==> src/sv/srg_pkg.sv <==
package srg_pkg;

  // draw commands
  typedef enum logic [1:0] {
    CMD_RAW   = 2'd0,
    CMD_RANGE = 2'd1,
    CMD_COIN  = 2'd2,
    CMD_NONE  = 2'd3
  } cmd_e;

  typedef struct packed {
    logic [1:0]         command;
    logic signed [31:0] range_low;
    logic signed [31:0] range_high;
  } req_t;

  typedef struct packed {
    logic [63:0]        raw_word;
    logic signed [31:0] ranged_value;
    logic               coin_bit;
    logic               range_error;
  } rsp_t;

  // shared iterative unit
  localparam int unsigned DigitW   = 8;   // multiplier bits retired per step
  localparam int unsigned MulSteps = 64 / DigitW;
  localparam int unsigned ModSteps = 64;  // one dividend bit per step
  localparam int unsigned CntW     = $clog2(ModSteps);

  typedef enum logic {
    OP_MUL = 1'b0,
    OP_MOD = 1'b1
  } op_e;

  typedef struct packed {
    logic        start;
    op_e         op;
    logic [63:0] opa;  // multiplicand / dividend
    logic [63:0] opb;  // multiplier / divisor (33 bits used)
  } unit_req_t;

  typedef struct packed {
    logic        done;
    logic [63:0] result;
  } unit_rsp_t;

endpackage

==> src/sv/srg_iter_unit.sv <==
// Iterative 64-bit unit: low half of a 64x64 product, one 8-bit digit a step,
// or 64-bit by 33-bit remainder, one restoring step a cycle.
module srg_iter_unit (
  input  logic              clk_i,
  input  logic              rst_ni,
  input  srg_pkg::unit_req_t req_i,
  output srg_pkg::unit_rsp_t rsp_o
);

  logic                     busy_q;
  logic                     done_q;
  logic [srg_pkg::CntW-1:0] cnt_q;
  srg_pkg::op_e             op_q;
  logic [63:0]              acc_q;
  logic [63:0]              a_q;
  logic [63:0]              b_q;

  logic [63+srg_pkg::DigitW:0] prod;
  logic [33:0]                 rem_sh;
  logic [33:0]                 divisor;
  logic [33:0]                 rem_sub;
  logic                        fits;
  logic                        last;

  assign prod    = a_q * b_q[srg_pkg::DigitW-1:0];
  assign rem_sh  = {acc_q[32:0], a_q[63]};
  assign divisor = {1'b0, b_q[32:0]};
  assign rem_sub = rem_sh - divisor;
  assign fits    = rem_sh >= divisor;
  assign last    = (op_q == srg_pkg::OP_MUL)
                 ? (cnt_q == srg_pkg::CntW'(srg_pkg::MulSteps - 1))
                 : (cnt_q == srg_pkg::CntW'(srg_pkg::ModSteps - 1));

  always_ff @(posedge clk_i or negedge rst_ni) begin
    if (!rst_ni) begin
      busy_q <= 1'b0;
      done_q <= 1'b0;
      cnt_q  <= '0;
    end else begin
      done_q <= busy_q && last;
      if (req_i.start) begin
        busy_q <= 1'b1;
        cnt_q  <= '0;
      end else if (busy_q) begin
        cnt_q <= cnt_q + 1'b1;
        if (last) begin
          busy_q <= 1'b0;
        end
      end
    end
  end

  always_ff @(posedge clk_i) begin
    if (req_i.start) begin
      op_q  <= req_i.op;
      a_q   <= req_i.opa;
      b_q   <= req_i.opb;
      acc_q <= '0;
    end else if (busy_q) begin
      unique case (op_q)
        srg_pkg::OP_MUL: begin
          acc_q <= acc_q + prod[63:0];
          a_q   <= a_q << srg_pkg::DigitW;
          b_q   <= b_q >> srg_pkg::DigitW;
        end
        srg_pkg::OP_MOD: begin
          // remainder stays below the divisor, so 34 bits suffice
          acc_q <= fits ? {30'd0, rem_sub} : {30'd0, rem_sh};
          a_q   <= a_q << 1;
        end
      endcase
    end
  end

  assign rsp_o.done   = done_q;
  assign rsp_o.result = acc_q;

endmodule

==> src/sv/splitmix_range_generator.sv <==
// Channel   Dir  Handshake                  Payload
// in        in   in_valid_i / in_ready_o     in_req_i   (srg_pkg::req_t)
// out       out  out_valid_o / out_ready_i   out_rsp_o  (srg_pkg::rsp_t)
// cfg       in   cfg_valid_i / cfg_ready_o   cfg_seed_i (64-bit seed)
//
// Sequence: a raw or coin draw runs two multiplies on the shared unit, a range draw two
//   multiplies and then a modulo, and an inverted range or the unused command runs none.
//   The shared unit runs 8 steps per multiply, 64 per modulo.
// Reset clears the counter to the seed reset value (0). A seed write, taken only while idle,
//   reloads it. One request is worked on at a time; the next is taken once the sequencer is
//   idle, even while the previous result still waits in the output register.
module splitmix_range_generator (
  input  logic          clk_i,
  input  logic          rst_ni,
  input  logic          in_valid_i,
  output logic          in_ready_o,
  input  srg_pkg::req_t in_req_i,
  output logic          out_valid_o,
  input  logic          out_ready_i,
  output srg_pkg::rsp_t out_rsp_o,
  input  logic          cfg_valid_i,
  output logic          cfg_ready_o,
  input  logic [63:0]   cfg_seed_i
);

  localparam logic [63:0] GoldenInc = 64'h9E3779B97F4A7C15;
  localparam logic [63:0] MixMulA   = 64'hBF58476D1CE4E5B9;
  localparam logic [63:0] MixMulB   = 64'h94D049BB133111EB;
  localparam int unsigned ShiftA    = 30;
  localparam int unsigned ShiftB    = 27;
  localparam int unsigned ShiftC    = 31;

  typedef enum logic [4:0] {
    ST_IDLE = 5'b00001,
    ST_MUL1 = 5'b00010,  // first mixer multiply running
    ST_MUL2 = 5'b00100,  // second mixer multiply running
    ST_MOD  = 5'b01000,  // word mod span running
    ST_DONE = 5'b10000   // result ready, waiting for the output register
  } state_e;

  state_e              state_q, state_d;
  logic [63:0]         counter_q, counter_d;
  logic                is_range_q, is_range_d;
  logic signed [31:0]  low_q, low_d;
  logic [32:0]         span_q, span_d;
  logic [63:0]         word_q, word_d;
  logic signed [31:0]  ranged_q, ranged_d;
  logic                err_q, err_d;
  srg_pkg::rsp_t       out_q, out_d;
  logic                out_valid_q, out_valid_d;

  srg_pkg::unit_req_t  u_req;
  srg_pkg::unit_rsp_t  u_rsp;

  logic                accept;
  logic                bad_range;
  logic                draw;
  logic [63:0]         ctr_next;
  logic [63:0]         mixed;
  logic [31:0]         blo, bhi;

  srg_iter_unit u_unit (
    .clk_i  (clk_i),
    .rst_ni (rst_ni),
    .req_i  (u_req),
    .rsp_o  (u_rsp)
  );

  // seed writes only while idle; they win over requests
  assign cfg_ready_o = (state_q == ST_IDLE);
  assign in_ready_o  = (state_q == ST_IDLE) && !cfg_valid_i;
  assign accept      = in_valid_i && in_ready_o;

  // biased compare: flipping the sign bit maps signed order onto unsigned
  assign blo       = in_req_i.range_low ^ 32'h8000_0000;
  assign bhi       = in_req_i.range_high ^ 32'h8000_0000;
  assign bad_range = blo > bhi;
  assign draw      = (in_req_i.command == srg_pkg::CMD_RAW)
                  || (in_req_i.command == srg_pkg::CMD_COIN)
                  || ((in_req_i.command == srg_pkg::CMD_RANGE) && !bad_range);
  assign ctr_next  = counter_q + GoldenInc;
  assign mixed     = u_rsp.result ^ (u_rsp.result >> ShiftC);

  always_comb begin
    state_d     = state_q;
    counter_d   = counter_q;
    is_range_d  = is_range_q;
    low_d       = low_q;
    span_d      = span_q;
    word_d      = word_q;
    ranged_d    = ranged_q;
    err_d       = err_q;
    out_d       = out_q;
    out_valid_d = out_valid_q && !out_ready_i;
    u_req       = '0;

    unique case (state_q)
      ST_IDLE: begin
        if (cfg_valid_i) begin
          counter_d = cfg_seed_i;
        end else if (accept) begin
          is_range_d = (in_req_i.command == srg_pkg::CMD_RANGE);
          low_d      = in_req_i.range_low;
          span_d     = ({1'b0, bhi} - {1'b0, blo}) + 33'd1;
          err_d      = (in_req_i.command == srg_pkg::CMD_RANGE) && bad_range;
          word_d     = '0;
          ranged_d   = '0;
          if (draw) begin
            counter_d   = ctr_next;
            u_req.start = 1'b1;
            u_req.op    = srg_pkg::OP_MUL;
            u_req.opa   = ctr_next ^ (ctr_next >> ShiftA);
            u_req.opb   = MixMulA;
            state_d     = ST_MUL1;
          end else begin
            state_d = ST_DONE;  // inverted range or unused command: zeros
          end
        end
      end
      ST_MUL1: begin
        if (u_rsp.done) begin
          u_req.start = 1'b1;
          u_req.op    = srg_pkg::OP_MUL;
          u_req.opa   = u_rsp.result ^ (u_rsp.result >> ShiftB);
          u_req.opb   = MixMulB;
          state_d     = ST_MUL2;
        end
      end
      ST_MUL2: begin
        if (u_rsp.done) begin
          word_d = mixed;
          if (is_range_q) begin
            u_req.start = 1'b1;
            u_req.op    = srg_pkg::OP_MOD;
            u_req.opa   = mixed;
            u_req.opb   = {31'd0, span_q};
            state_d     = ST_MOD;
          end else begin
            state_d = ST_DONE;
          end
        end
      end
      ST_MOD: begin
        if (u_rsp.done) begin
          // remainder is below 2^32, add with 32-bit wrap
          ranged_d = low_q + $signed(u_rsp.result[31:0]);
          state_d  = ST_DONE;
        end
      end
      ST_DONE: begin
        if (!out_valid_q || out_ready_i) begin
          out_d.raw_word     = word_q;
          out_d.ranged_value = ranged_q;
          out_d.coin_bit     = word_q[0];
          out_d.range_error  = err_q;
          out_valid_d        = 1'b1;
          state_d            = ST_IDLE;
        end
      end
      default: begin
        state_d = ST_IDLE;
      end
    endcase
  end

  always_ff @(posedge clk_i or negedge rst_ni) begin
    if (!rst_ni) begin
      state_q     <= ST_IDLE;
      counter_q   <= '0;  // seed register resets to zero
      out_valid_q <= 1'b0;
    end else begin
      state_q     <= state_d;
      counter_q   <= counter_d;
      out_valid_q <= out_valid_d;
    end
  end

  always_ff @(posedge clk_i) begin
    is_range_q <= is_range_d;
    low_q      <= low_d;
    span_q     <= span_d;
    word_q     <= word_d;
    ranged_q   <= ranged_d;
    err_q      <= err_d;
    out_q      <= out_d;
  end

  assign out_valid_o = out_valid_q;
  assign out_rsp_o   = out_q;

  // sequencer stays one-hot
  a_state_onehot: assert property (@(posedge clk_i) disable iff (!rst_ni)
    $onehot(state_q))
    else $error("sequencer state not one-hot");

  // the unit only finishes while the sequencer waits on it
  a_done_in_wait: assert property (@(posedge clk_i) disable iff (!rst_ni)
    u_rsp.done |-> (state_q == ST_MUL1 || state_q == ST_MUL2 || state_q == ST_MOD))
    else $error("unit done outside a wait state");

  // a flagged range carries no drawn word
  a_err_zero: assert property (@(posedge clk_i) disable iff (!rst_ni)
    (out_valid_o && out_rsp_o.range_error) |->
      (out_rsp_o.raw_word == 64'd0 && !out_rsp_o.coin_bit
       && out_rsp_o.ranged_value == 32'sd0))
    else $error("range error with nonzero result");

  // counter moves only on a seed write or an accepted draw
  a_counter_hold: assert property (@(posedge clk_i) disable iff (!rst_ni)
    (state_q != ST_IDLE) |=> $stable(counter_q))
    else $error("counter changed mid-draw");

endmodule
==> config.mk <==
export PLATFORM = sky130hd
export DESIGN_NAME = splitmix_range_generator
export DESIGN_NICKNAME = d
export VERILOG_FILES = /design/src/sv/srg_pkg.sv /design/src/sv/srg_iter_unit.sv /design/src/sv/splitmix_range_generator.sv
export SDC_FILE = /design/constraint.sdc
export NUM_CORES = 2
export LEC_CHECK = 0
export BUFFER_PORTS_ARGS = -buffer_cell sky130_fd_sc_hd__buf_4
export CAP_MARGIN = 0
export CORE_UTILIZATION = 40
export CTS_CLUSTER_DIAMETER = 80
export CTS_CLUSTER_SIZE = 12
export DETAILED_ROUTE_END_ITERATION = 10
export GPL_TIMING_DRIVEN = 1
export HOLD_SLACK_MARGIN = 0.12
export MAX_ROUTING_LAYER = met4
export PLACE_DENSITY = 0.57
export SLEW_MARGIN = 20
export SYNTH_ARGS = -nofsm -noshare
export SYNTH_HDL_FRONTEND = slang
export SYNTH_SLANG_ARGS = --single-unit
==> constraint.sdc <==
create_clock -name clk_i -period 14.94 [get_ports clk_i]
set_input_delay 1.494 -clock clk_i [delete_from_list [all_inputs] [get_ports clk_i]]
set_output_delay 1.494 -clock clk_i [all_outputs]
set_load 0.005 [all_outputs]
Word level (Yosys, flattened, before mapping)
Cells that the tools add are included.
Widths: inputs -> output; s select.
{ "word_totals": {"ff_bits": 532, "mem_bits_ro": 0, "wordCells": 122, "output_inout_bits": 101, "input_bits": 135, "latch_bits": 0, "mem_count": 0, "ram_bits": 0} }
{ "op_classes": {"bitwise": 7, "muxes": 43, "eq_ne": 16, "order_cmp": 2, "div_mod_pow": 0, "n_mul": 1, "add_sub_neg": 7, "reduce_logical": 26, "shifts": 0} }
{ "op_table": {"columns": ["cell", "n"], "rows": [
  ["$mux 130", 6],
  ["$mux 64", 11],
  ["$pmux 130 s3", 1],
  ["$pmux 64 s2", 3],
  ["$mux 32", 3],
  ["$add 64x64->64", 1],
  ["$add 64x64->64 const B", 1],
  ["$mul 64x8->64", 1],
  ["$pmux 32 s2", 1],
  ["$xor 64x33->64", 1],
  ["$xor 64x34->64", 1],
  ["$xor 64x37->64", 1],
  ["$mux 5", 8],
  ["$ge 34x33->1", 1],
  ["$mux 34", 1],
  ["$sub 34x33->34", 1],
  ["$add 33x1->33 const B", 1],
  ["$sub 32x32->33", 1],
  ["$add 32x32->32", 1],
  ["$gt 32x32->1", 1],
  ["$pmux 5 s5", 1],
  ["$mux 6", 2],
  ["$reduce_bool 2->1", 5],
  ["$ne 2x1->1 const B", 4],
  ["other kinds (21)", 44]
]} }

Longest topological paths before layout
{ "depth": {"ltp_word": 11, "ltp_mapped": 23, "ltp_nobuf": 21} }

Modules after synthesis
A second synthesis with hierarchy kept.
{ "hier_totals": {"cells_unflattened": 5063, "area_unflattened_um2": 47747.0} }
{ "modules_own_cells": {"columns": ["module", "area_per_inst_um2", "cells_each", "seq_area_each_um2", "n_inst"], "rows": [
  ["srg_iter_unit", 27307.4, 3047, 5355.1, 1],
  ["splitmix_range_generator", 20439.6, 2016, 9560.4, 1]
]} }

Worst setup path after synthesis
Ideal clock, no wire load.
{ "synth_timing": {"kind": "input to register", "from": "input cfg_valid_i", "to": "register u_unit.acc_q[57]", "required_time_ns": 14.694, "path_buffers": 2, "t_arrival_ns": 6.598, "setup_ns": 0.246, "cell_stages": 12, "setup_slack_ns": 8.095, "cell_sequence": "clkbuf_1 > nor2_1 > nand2_1 > inv_1 > o2111ai_1 > inv_2 > nor2_1 > inv_2 > nor2_1 > inv_2 > buf_1 > o32ai_1"} }
{ "synth_via": {"elab_chain_cells": 6} }
{ "synth_rtl": {"columns": ["element", "line", "source"], "rows": [
  ["start: declaration", "splitmix_range_generator.sv:21", "input logic cfg_valid_i,"],
  ["$logic_not 1->1", "splitmix_range_generator.sv:71", "assign in_ready_o = (state_q == ST_IDLE) && !cfg_valid_i;"],
  ["$logic_and 1x1->1", "splitmix_range_generator.sv:71", null],
  ["via in_ready_o", "splitmix_range_generator.sv:16", "output logic in_ready_o,"],
  ["$logic_and 1x1->1", "splitmix_range_generator.sv:72", "assign accept = in_valid_i && in_ready_o;"],
  ["$mux 130", "splitmix_range_generator.sv:101", "end else if (accept) begin"],
  ["$mux 130", "splitmix_range_generator.sv:99", "if (cfg_valid_i) begin"],
  ["$pmux 130 s3", "splitmix_range_generator.sv:97", "unique case (state_q)"],
  ["end signal: assignment", "srg_iter_unit.sv:62", "acc_q <= acc_q + prod[63:0];"],
  ["end signal: assignment", "srg_iter_unit.sv:68", "acc_q <= fits ? {30'd0, rem_sub} : {30'd0, rem_sh};"],
  ["end: declaration", "srg_iter_unit.sv:14", "logic [63:0] acc_q;"]
]} }
The timed path passes the listed nets, and every way through them passes these cells.
A chain may end at the register's enable or synchronous reset.

Worst setup path after layout
{ "layout_timing": {"from": "register u_unit.b_q[0]", "to": "register u_unit.acc_q[61]"} }
{ "layout_via": {"elab_chain_cells": 3} }
{ "layout_rtl": {"columns": ["element", "line", "source"], "rows": [
  ["start: declaration", "srg_iter_unit.sv:16", "logic [63:0] b_q;"],
  ["start signal: assignment", "srg_iter_unit.sv:57", "b_q <= req_i.opb;"],
  ["start signal: assignment", "srg_iter_unit.sv:64", "b_q <= b_q >> srg_pkg::DigitW;"],
  ["$mul 64x8->64", "srg_iter_unit.sv:25", "assign prod = a_q * b_q[srg_pkg::DigitW-1:0];"],
  ["$add 64x64->64", "srg_iter_unit.sv:62", null],
  ["$pmux 64 s2", "srg_iter_unit.sv:60", "unique case (op_q)"]
]} }
Every way passes these cells.

==> run summary <==
Synth Instances = 4838
total number of vias = 36861
first-pass iteration count of the detailed router = 6
# port buffers = 235
Synth cell types = 86
Clk pin slew, worst setup/hold paths = 70 ps
global placement routability congestion = 0.979
row cnt = 124
crit path capture type = register
hold_sp = word_q[21]
type of origin of the critical path = register
Post-synth EDFFs = 379
synthesized net count = 5621
FF-to-FF Start = u_unit.b_q[0]
HP Class = register to register
WP data required = 15490 ps
initial antenna violation count = 11
Num CTS Buffers = 55
sink of the worst hold path = out_rsp_o[55]
Synth Warn # = 0
TritonCTS clock tree = done
Synth area leader = edfxtp_1
Final period util = 46.2%
DRT iter0 DRCs = 3739
Yosys reg bits = 521
ys flop type = edfxtp_1
vias in the first global route = 36135
actual slew at the worst max-slew pin = 1230 ps
CP bufs+invs = 4
hold path cells = 0
layout net count = 5679
Clock Tree Root = clkbuf_16
WHS = 411 ps
fmax = 145 MHz
setup slack, reg-to-reg = 8040 ps
RSZ-0062 raised after global routing = false
setup skew after layout = 29.5 ps
Core ar. = 0.114 mm²
starting density of the core = 40.3%
Final Hold Fails = 0
most frequent CP cell = fa_1
Post-synth ARST share = 15.0%
drt drc = 0
clk_lat worst skew = 670 ps
wire length per cell = 25.4 µm
Die Height = 342 µm
Clock Tree Buf Depth = 3
CTS Sinks = 521
proportion of layout cells with a drive suffix above 1 = 8.22%
fin crit period = 6900 ps
share of the synthesized area in the top cell type = 24.7%
Reg2Reg Depth = 19
r2r endpoint = u_unit.acc_q[61]
PostCTS Resize Cnt = 0
CP arrival = 7460 ps
Slew Viols, Final = 0
DIE WIDTH = 342 µm
synthesized area per cell = 9.53 µm²
global-route wire length before repair = 243000 µm
Die ar. = 0.117 mm²
largest cells by area after synthesis = edfxtp_1 25%, fa_1 18%, ha_1 6.4%
# hold bufs at CTS = 0
final wirelength = 164000 µm
DPL Wire Length = 122000 µm
status = finished clean
Post-CTS Repair Setup Buffers = 0
crit-path max cell delay = 680 ps
CP max stage cell = buf_4
total negative slack = 0 ps
Slew headroom = 17.2%
most frequent cells after synthesis = 638 x inv_1, 413 x fa_1, 379 x edfxtp_1, 374 x nand2_1, 354 x and2_1
Final ANT Viol Nets = 0
num ports = 236
grt total ovfl = 0
Crit Path Class = register to register
largest net degree at the start of global routing = 115
Top delay family on crit path = adder cells
most frequent cell after synthesis = inv_1
P&R area growth vs syn = 10.2%
Netlist Area Pre-Place = 0.0461 mm²
post-DR vias/cell = 5.71
Non-Filler Instances = 6460
Max H-tree Level = 2
worst-path maximum fanout = 65
Post-Place Cells = 6351
Max Cap Viol = 0
critical-path cell list = buf_4 > nand2_1 > fa_1 > inv_1 > fa_1 > fa_1 > inv_1 > fa_1 > inv_1 > ha_1 > and3_1 > nand4_1 > nor4_1 > o21ai_0 > a21boi_0 > o21ai_0 > a21oi_1 > a21oi_1 > a311o_1
GRT Total Usage = 28.8%
Seq/Total Area, Yosys = 31.7%
final setup vio count = 0
-- flip-flops by register name, indices dropped and copies added, names as in the netlist --
name,flops
out_valid_o,1
is_range_q,1
state_q,5
word_q,64
out_rsp_o,97
u_unit.cnt_q,6
low_q,32
u_unit.acc_q,64
ranged_q,32
u_unit.busy_q,1
counter_q,64
span_q,33
u_unit.op_q,1
u_unit.b_q,54
u_unit.a_q,64
u_unit.done_q,1
err_q,1
-- worst max path at each step --
stage	startpoint	to	slack, ps	depth (start not counted)
2_1_floorplan	cfg_valid_i	u_unit.acc_q[57]	8100	12
3_3_place_gp	u_unit.b_q[0]	u_unit.acc_q[61]	8130	19
3_5_place_dp	u_unit.b_q[0]	u_unit.acc_q[61]	8100	19
4_1_cts	u_unit.b_q[0]	u_unit.acc_q[61]	8080	19
5_1_grt	u_unit.b_q[0]	u_unit.acc_q[61]	7700	19
6_report	u_unit.b_q[0]	u_unit.acc_q[61]	8040	19
-- final cells by class --
| class | instances | area [µm²] |
|---|---|---|
| antenna | 7 | 17.5 |
| clock buffer | 88 | 1530 |
| tap | 1512 | 1890 |
| inverter | 643 | 2410 |
| clock inverter | 14 | 155 |
| fill | 11118 | 63500 |
| sequential | 521 | 14600 |
| timing repair buffer | 277 | 2090 |
| multi-input combinational | 3398 | 28100 |
-- layer usage --
metal  GRT usage [%]  wire length, µm
met5               -                0
met3            5.24            14200
met1            38.8            69800
met4            10.0             6370
met2            43.6            73600
-- through the flow --
step	utilization (%)	setup slack (ps)	cell area, µm²
after floorplan	-	8100	46100
after global placement	43.0	8130	49200
after detailed placement	43.0	8100	49200
after CTS	44.5	8080	50800
after global routing	44.5	7700	50900
final	44.5	8040	50900
-- cells by family (layout without fill, tap and decap cells) --
kind of cell	count (synthesis)	in the layout	share of synthesized area [%]
and+or+nand+nor	1308	1308	14.1
AOI/OAI and AO/OA	1067	1067	15.0
adders and majority gates	648	648	24.3
other	0	7	0
xor gates and xnor gates	282	282	5.39
buffers and inverters	919	1022	7.50
muxes	93	93	2.03
DFF	521	521	31.7
-- cells in the final DEF (no fill, tap or decap), drive strengths merged, types with 85 or more instances in the layout --
cell type,synthesis,layout
inv,641,645
fa,413,413
edfxtp,379,379
nand2,374,374
and2,354,354
a21oi,284,284
nor2,283,283
buf,71,277
o21ai,236,236
ha,235,235
xnor2,200,200
clkbuf,205,88
mux2i,87,87
a21o,85,85
Power is not shown: default switching activity piles up to over one toggle a cycle in this logic, so the estimate is an artifact.
